[src/afd_pkg.sv]
`timescale 1ns / 1ps
`default_nettype none

package afd_pkg;

    // Register map, indexed by word address.
    localparam logic [1:0] REG_START_MARKER = 2'd0;
    localparam logic [1:0] REG_END_MARKER   = 2'd1;
    localparam logic [1:0] REG_BCAST_ADDR   = 2'd2;

    localparam logic [7:0]  START_MARKER_RST = 8'hAA;
    localparam logic [7:0]  END_MARKER_RST   = 8'hBB;
    localparam logic [31:0] BCAST_ADDR_RST   = 32'hFFFF_FFFF;

    // Byte positions inside a frame; zero means hunting for the start marker.
    localparam logic [3:0] POS_HUNT        = 4'd0;
    localparam logic [3:0] POS_FIRST_LAST  = 4'd4;
    localparam logic [3:0] POS_SECOND_LAST = 4'd8;
    localparam logic [3:0] POS_DATA_LAST   = 4'd12;
    localparam logic [3:0] POS_CLOSE       = 4'd13;

    typedef struct packed {
        logic [7:0]  start_marker;
        logic [7:0]  end_marker;
        logic [31:0] bcast_addr;
    } t_cfg;

    typedef struct packed {
        logic        frame_ok;
        logic        is_broadcast;
        logic [31:0] sender_address;
        logic [31:0] dest_address;
        logic [31:0] data_word;
    } t_result;

endpackage

`default_nettype wire

[src/afd_parser.sv]
`timescale 1ns / 1ps
`default_nettype none

module afd_parser (
    input  wire logic             i_clk,
    input  wire logic             i_rst_n,
    input  wire logic             i_byte_vld,
    input  wire logic [7:0]       i_rx_byte,
    input  wire afd_pkg::t_cfg    i_cfg,
    output logic                  o_res_vld,
    output afd_pkg::t_result      o_res
);
    import afd_pkg::*;

    logic [3:0]  r_pos;
    logic [31:0] r_first;
    logic [31:0] r_second;
    logic [31:0] r_data;
    logic [31:0] r_held_dest;

    logic [3:0]  n_pos;
    logic [31:0] n_first;
    logic [31:0] n_second;
    logic [31:0] n_data;
    logic [31:0] n_held_dest;
    logic        w_bcast;

    assign w_bcast = (r_first == i_cfg.bcast_addr);

    always_comb begin
        n_pos       = r_pos;
        n_first     = r_first;
        n_second    = r_second;
        n_data      = r_data;
        n_held_dest = r_held_dest;
        o_res_vld   = 1'b0;
        o_res.frame_ok       = (i_rx_byte == i_cfg.end_marker);
        o_res.is_broadcast   = w_bcast;
        o_res.sender_address = w_bcast ? r_second : r_first;
        o_res.dest_address   = w_bcast ? r_held_dest : r_second;
        o_res.data_word      = r_data;
        if (i_byte_vld) begin
            // Fields arrive least significant byte first.
            if (r_pos == POS_HUNT || r_pos > POS_CLOSE) begin
                n_pos = (i_rx_byte == i_cfg.start_marker) ? 4'd1 : POS_HUNT;
            end else if (r_pos <= POS_FIRST_LAST) begin
                n_first = {i_rx_byte, r_first[31:8]};
                n_pos   = r_pos + 4'd1;
            end else if (r_pos <= POS_SECOND_LAST) begin
                n_second = {i_rx_byte, r_second[31:8]};
                n_pos    = r_pos + 4'd1;
            end else if (r_pos <= POS_DATA_LAST) begin
                n_data = {i_rx_byte, r_data[31:8]};
                n_pos  = r_pos + 4'd1;
            end else begin
                n_held_dest = o_res.dest_address;
                o_res_vld   = 1'b1;
                n_pos       = POS_HUNT;
            end
        end
    end

    always_ff @(posedge i_clk) begin
        if (!i_rst_n) begin
            r_pos       <= POS_HUNT;
            r_first     <= '0;
            r_second    <= '0;
            r_data      <= '0;
            r_held_dest <= '0;
        end else begin
            r_pos       <= n_pos;
            r_first     <= n_first;
            r_second    <= n_second;
            r_data      <= n_data;
            r_held_dest <= n_held_dest;
        end
    end

    a_pos_range: assert property (@(posedge i_clk) disable iff (!i_rst_n)
        r_pos <= POS_CLOSE)
        else $error("frame position out of range");

    a_close_returns: assert property (@(posedge i_clk) disable iff (!i_rst_n)
        (i_byte_vld && r_pos == POS_CLOSE) |=> (r_pos == POS_HUNT))
        else $error("closing byte did not return parser to hunting");

    a_held_on_bcast: assert property (@(posedge i_clk) disable iff (!i_rst_n)
        (o_res_vld && w_bcast) |=> $stable(r_held_dest))
        else $error("held destination changed on a broadcast frame");

endmodule

`default_nettype wire

[src/addressed_frame_deframer_unit.sv]
`timescale 1ns / 1ps
`default_nettype none

// Addressed frame deframer. Received bytes enter one per request on the input
// channel; the block drops bytes until one equals the start marker, then
// collects thirteen more: a little-endian sender field, a little-endian second
// field, a little-endian data word and a closing byte. On the closing byte one
// result request is issued with frame_ok (closing byte matched the end marker),
// is_broadcast (sender field matched the broadcast address), the sender and
// destination addresses and the data word. On a broadcast frame the second
// field is reported as the sender and the destination repeats the last one
// seen; otherwise the second field becomes the new destination. A start marker
// inside a frame is plain data, and a bad closing byte still yields a result.
// Throughput is one byte per clock cycle while the skid register is empty;
// a result is registered on the output, or parks in skid if it is stalled.
// The output side holds an output register and one skid register, so the input
// keeps taking bytes while a result waits and o_ready depends only on state.
// Registers are written over the APB-style port: start marker at 0x0, end
// marker at 0x4, broadcast address at 0x8; 0xC is unused, paddr[1:0] ignored.

module addressed_frame_deframer_unit (
    input  wire logic        i_clk,
    input  wire logic        i_rst_n,
    // Byte input channel.
    input  wire logic        i_valid,
    output logic             o_ready,
    input  wire logic [7:0]  i_rx_byte,
    // Result output channel.
    output logic             o_valid,
    input  wire logic        i_ready,
    output logic             o_frame_ok,
    output logic             o_is_broadcast,
    output logic [31:0]      o_sender_address,
    output logic [31:0]      o_dest_address,
    output logic [31:0]      o_data_word,
    // Configuration port.
    input  wire logic        psel,
    input  wire logic        penable,
    input  wire logic        pwrite,
    input  wire logic [3:0]  paddr,
    input  wire logic [31:0] pwdata,
    output logic [31:0]      prdata,
    output logic             pready
);
    import afd_pkg::*;

    t_cfg        r_cfg;
    logic        w_cfg_wr;
    logic [1:0]  w_reg_idx;

    t_result     w_res;
    logic        w_res_vld;
    logic        w_byte_acc;

    t_result     r_out;
    logic        r_out_vld;
    t_result     r_skid;
    logic        r_skid_vld;
    logic        w_out_take;

    // ------------------------------------------------------------------
    // Configuration registers. The port never stalls, so a write lands on
    // the access cycle.
    // ------------------------------------------------------------------
    assign pready    = 1'b1;
    assign w_reg_idx = paddr[3:2];
    assign w_cfg_wr  = psel && penable && pwrite && pready;

    always_ff @(posedge i_clk) begin
        if (!i_rst_n) begin
            r_cfg.start_marker <= START_MARKER_RST;
            r_cfg.end_marker   <= END_MARKER_RST;
            r_cfg.bcast_addr   <= BCAST_ADDR_RST;
        end else if (w_cfg_wr) begin
            unique case (w_reg_idx)
                REG_START_MARKER: r_cfg.start_marker <= pwdata[7:0];
                REG_END_MARKER:   r_cfg.end_marker   <= pwdata[7:0];
                REG_BCAST_ADDR:   r_cfg.bcast_addr   <= pwdata;
                default: ;
            endcase
        end
    end

    always_comb begin
        unique case (w_reg_idx)
            REG_START_MARKER: prdata = {24'd0, r_cfg.start_marker};
            REG_END_MARKER:   prdata = {24'd0, r_cfg.end_marker};
            REG_BCAST_ADDR:   prdata = r_cfg.bcast_addr;
            default:          prdata = '0;
        endcase
    end

    // ------------------------------------------------------------------
    // Byte parser. A byte is taken whenever the skid register is free,
    // since that guarantees room for any result it may produce.
    // ------------------------------------------------------------------
    assign o_ready    = !r_skid_vld;
    assign w_byte_acc = i_valid && o_ready;

    afd_parser u_parser (
        .i_clk      (i_clk),
        .i_rst_n    (i_rst_n),
        .i_byte_vld (w_byte_acc),
        .i_rx_byte  (i_rx_byte),
        .i_cfg      (r_cfg),
        .o_res_vld  (w_res_vld),
        .o_res      (w_res)
    );

    // ------------------------------------------------------------------
    // Output register with one skid entry. When the output register is
    // free or being drained, it reloads from the skid entry first, then
    // from a fresh result. A fresh result that meets a stalled output
    // parks in the skid entry.
    // ------------------------------------------------------------------
    assign w_out_take = r_out_vld && i_ready;

    always_ff @(posedge i_clk) begin
        if (!i_rst_n) begin
            r_out_vld  <= 1'b0;
            r_skid_vld <= 1'b0;
        end else begin
            if (!r_out_vld || w_out_take) begin
                if (r_skid_vld) begin
                    r_out_vld  <= 1'b1;
                    r_skid_vld <= 1'b0;
                end else begin
                    r_out_vld <= w_res_vld;
                end
            end else if (w_res_vld) begin
                r_skid_vld <= 1'b1;
            end
        end
    end

    always_ff @(posedge i_clk) begin
        if (!r_out_vld || w_out_take) begin
            if (r_skid_vld) begin
                r_out <= r_skid;
            end else if (w_res_vld) begin
                r_out <= w_res;
            end
        end else if (w_res_vld) begin
            r_skid <= w_res;
        end
    end

    assign o_valid          = r_out_vld;
    assign o_frame_ok       = r_out.frame_ok;
    assign o_is_broadcast   = r_out.is_broadcast;
    assign o_sender_address = r_out.sender_address;
    assign o_dest_address   = r_out.dest_address;
    assign o_data_word      = r_out.data_word;

    a_skid_needs_out: assert property (@(posedge i_clk) disable iff (!i_rst_n)
        r_skid_vld |-> r_out_vld)
        else $error("skid entry holds a result while output register is empty");

    a_stall_parks: assert property (@(posedge i_clk) disable iff (!i_rst_n)
        (r_out_vld && !i_ready && w_res_vld) |=> r_skid_vld)
        else $error("result lost while output was stalled");

    a_skid_drains: assert property (@(posedge i_clk) disable iff (!i_rst_n)
        (r_skid_vld && i_ready) |=> (!r_skid_vld && r_out_vld))
        else $error("skid entry did not move to output register");

endmodule

`default_nettype wire

[config.mk]
export PLATFORM = sky130hd
export DESIGN_NAME = addressed_frame_deframer_unit
export DESIGN_NICKNAME = d
export VERILOG_FILES = /design/src/afd_pkg.sv /design/src/afd_parser.sv /design/src/addressed_frame_deframer_unit.sv
export SDC_FILE = /design/constraint.sdc
export NUM_CORES = 1
export LEC_CHECK = 0
export BUFFER_PORTS_ARGS = -buffer_cell sky130_fd_sc_hd__buf_2
export CELL_PAD_IN_SITES_DETAIL_PLACEMENT = 0
export CELL_PAD_IN_SITES_GLOBAL_PLACEMENT = 2
export CORE_UTILIZATION = 38
export CTS_BUF_LIST = sky130_fd_sc_hd__clkbuf_16
export CTS_CLUSTER_SIZE = 40
export DETAILED_ROUTE_END_ITERATION = 16
export PLACE_DENSITY = 0.76
export SLEW_MARGIN = 20
export SYNTH_ARGS = -nofsm -noshare
export SYNTH_HDL_FRONTEND = slang
export SYNTH_SLANG_ARGS = --single-unit
export TNS_END_PERCENT = 50
[constraint.sdc]
create_clock -name i_clk -period 6.7 [get_ports i_clk]
set_input_delay 0.335 -clock i_clk [delete_from_list [all_inputs] [get_ports i_clk]]
set_output_delay 0.335 -clock i_clk [all_outputs]
set_load 0.05 [all_outputs]
==> flow_metrics.tcl <==
set metrics [dict create \
    status "completed" \
    worstSkewPairLatency_ps 570 \
    synth_top_area_frac 0.364 \
    rows 75 \
    cp_slowest_stage_delay_ps 960 \
    fin_crit_sh 0.559 \
    hold_buffers 25 \
    cp.arrival_ps 3410 \
    portBuffers 180 \
    numCtsBuffers 42 \
    path_cells "clkinv_2 > buf_4 > buf_2" \
    syn2layout_area_growth_pct 17.6 \
    yosys_warnings 0 \
    slew_headroom 0.344 \
    vias_per_cell 4.97 \
    synth_commonest_cells "nand2_1, edfxtp_1, dfxtp_1" \
    rsz0062_at_grt "no" \
    synth_edf_count 196 \
    grt_max_degree 84 \
    drc 0 \
    report.final.slew_viol_count 0 \
    postCtsSetupBuffers 0 \
    crit_type "register to primary output" \
    crit_path_start_kind "register" \
    clkTransAtPathRegs_ps 60 \
    leakagePower_nw 6.99 \
    crit_fanout 83 \
    max_freq_ghz 0.267 \
    diodes 0 \
    tns_ps 0 \
    worst-path-buf-inv 3 \
    synth_most_common_cell "nand2_1" \
    hold_viol_final 0 \
    cts_resized 0 \
    initial_utilization 0.385 \
    ys_types 44 \
    finalSetupViolCount 0 \
    drt-total-wl_um 42300 \
    grt_usage 0.194 \
    crit_slowest_cell "dfxtp_2" \
    grt-ovfl-total 0 \
    synth_seq_cells 378 \
    ys_top_cells_by_area "edfxtp_1, dfxtp_1, nand2_1, a21boi_0, nand3_2" \
    fillCellCount 4025 \
    htreeDepth 2 \
    power.density_nw_per_um2 258 \
    synth_top_area_cell "edfxtp_1" \
    final_nets 1747 \
    wl_per_cell_um 18.7 \
    ir_drop_uv 148 \
    async_reset_ff_frac 0 \
    syn_area_per_cell_um2 10.6 \
    fp.dieW_um 208 \
    vias 11300 \
    core-area_um2 41900 \
    dieArea_um2 43400 \
    drtIter0Drc 710 \
    critPathTopFamily "buffers and inverters" \
    synth-main-ff-cell "edfxtp_1" \
    drive_gt1_frac 0.211 \
    netlist_area_um2 16200 \
    critPathCaptureType "primary output" \
    fin_crit_ps 3740 \
    die_h_um 208 \
    antenna_found_initial 1 \
    hold_class "primary input to register" \
    tritoncts "yes" \
    io_pins 184 \
    grt_pass1_wl_um 65100 \
    place_congestion 0.804 \
    dr.pass1.iters 6 \
    cts.sinks 378 \
    cts_buffer_depth 3 \
    cts_root_buf "clkbuf_16" \
    hpwl_um 26500 \
    synth_seq_area_share 0.590 \
    grt_pass1_vias 10700 \
    drtAntennaViolNets 0 \
    tightest_slew_ps 984 \
    synth_nets 1585 \
    final_util 0.453 \
    syn_inst 1531 \
    maxCapViolCount 0 \
    required_ps 6360 \
    clock_skew_ps 18.6 \
]
[final timing paths]
path	from	to	slack, ps	cells past startpoint
worst min-delay path	pwdata[1]	r_cfg[1]$_SDFFE_PN1P_	50	3
worst max-delay path	r_skid_vld$_SDFFE_PP0P_	o_ready	2960	3
worst max register to register	r_skid_vld$_SDFFE_PP0P_	o_sender_address[9]$_DFFE_PP_	3080	4
worst min register to register	u_parser.r_data[2]$_SDFFE_PN0P_	r_skid[2]$_DFFE_PP_	460	0
[cell type report]
type / instances / area [um2] / area share
Inverter: 3 / 12.5 / 0.000659
Clock inverter: 35 / 300 / 0.0158
Timing Repair Buffer: 226 / 1360 / 0.0718
Sequential cell: 378 / 9530 / 0.502
Tap cell: 539 / 674 / 0.0355
Multi-Input combinational cell: 1042 / 6070 / 0.319
Clock buffer: 42 / 1050 / 0.0553
[metal layers]
metal | GRT usage | vias up | routed length, um
met3 | 0.0332 | 55 | 1700
met4 | 0.0473 | 0 | 752
met1 | 0.286 | 5350 | 20900
li1 | - | 5645 | -
met5 | 0 | - | 0
met2 | 0.295 | 212 | 18900
[sequential cells by signal, summed over array words and instances, names as in the netlist]
| name | cells |
|---|---|
| o_frame_ok | 1 |
| u_parser.r_held_dest | 32 |
| u_parser.r_first | 32 |
| o_valid | 1 |
| r_cfg | 48 |
| u_parser.r_pos | 4 |
| r_skid_vld | 1 |
| r_skid | 98 |
| o_data_word | 32 |
| u_parser.r_data | 32 |
| o_is_broadcast | 1 |
| u_parser.r_second | 32 |
| o_dest_address | 32 |
| o_sender_address | 32 |
[stage by stage]
stage                     area (um2)  power, W  worst slack, ps  hold slack [ps]  instances
final                          19000   0.00489             2960             52.2       2265
after global routing           19000   0.00505             2630             41.6       2265
after CTS                      19000   0.00496             2840             13.4       2265
after detailed placement       17400   0.00265             3010              447       2163
after global placement         17300   0.00265             2680              444       2161
after floorplan                16200   0.00259              509              426       1531
[cells in the final DEF, fill, tap and decap left out, types with 2 or more instances in the layout]
master / n
and4_4: 2
nand2_1: 412
clkinv_1: 9
buf_16: 2
buf_2: 179
ha_1: 3
mux2_2: 33
a32oi_1: 2
clkbuf_16: 42
dfxtp_1: 181
xnor2_1: 8
nor2b_1: 8
a21boi_1: 9
and2_1: 27
o21ai_0: 48
nand2b_1: 4
nand3_1: 53
nor3b_1: 2
o31ai_1: 2
a31oi_1: 64
o21ai_1: 27
edfxtp_1: 196
xor2_1: 40
nand4_1: 6
inv_6: 2
a21boi_0: 91
buf_4: 19
nor4_1: 10
nor2_1: 68
nand3_2: 60
bufinv_16: 5
mux2i_1: 48
clkinv_2: 10
dlygate4sd3_1: 25
nor2b_4: 2
inv_1: 10
[cell families after synthesis]
logic type / count (synthesis) / synth area share
compound gates: 248 / 0.0986
xor+xnor: 48 / 0.0260
fa+ha+maj: 3 / 0.00232
buf+inv: 111 / 0.0379
flops: 378 / 0.590
mux: 81 / 0.0527
other cells: 1 / 0.000232
simple gates: 661 / 0.193
[report_power, final]
part	switching [W]	leakage [nW]	internal, W
Sequential	0.0000111	3.29	0.00242
Clock	0.000947	0.696	0.00134
Combinational	0.000119	3.00	0.0000606
Total	0.00108	6.99	0.00382
[worst register-to-register path, stage by stage, from the launching register on]
cell	delay [ps]
dfxtp_2	960
clkinv_2	850
and2_1	430
nor2b_4	610
buf_12	360
(Power assumes the default switching activity.)
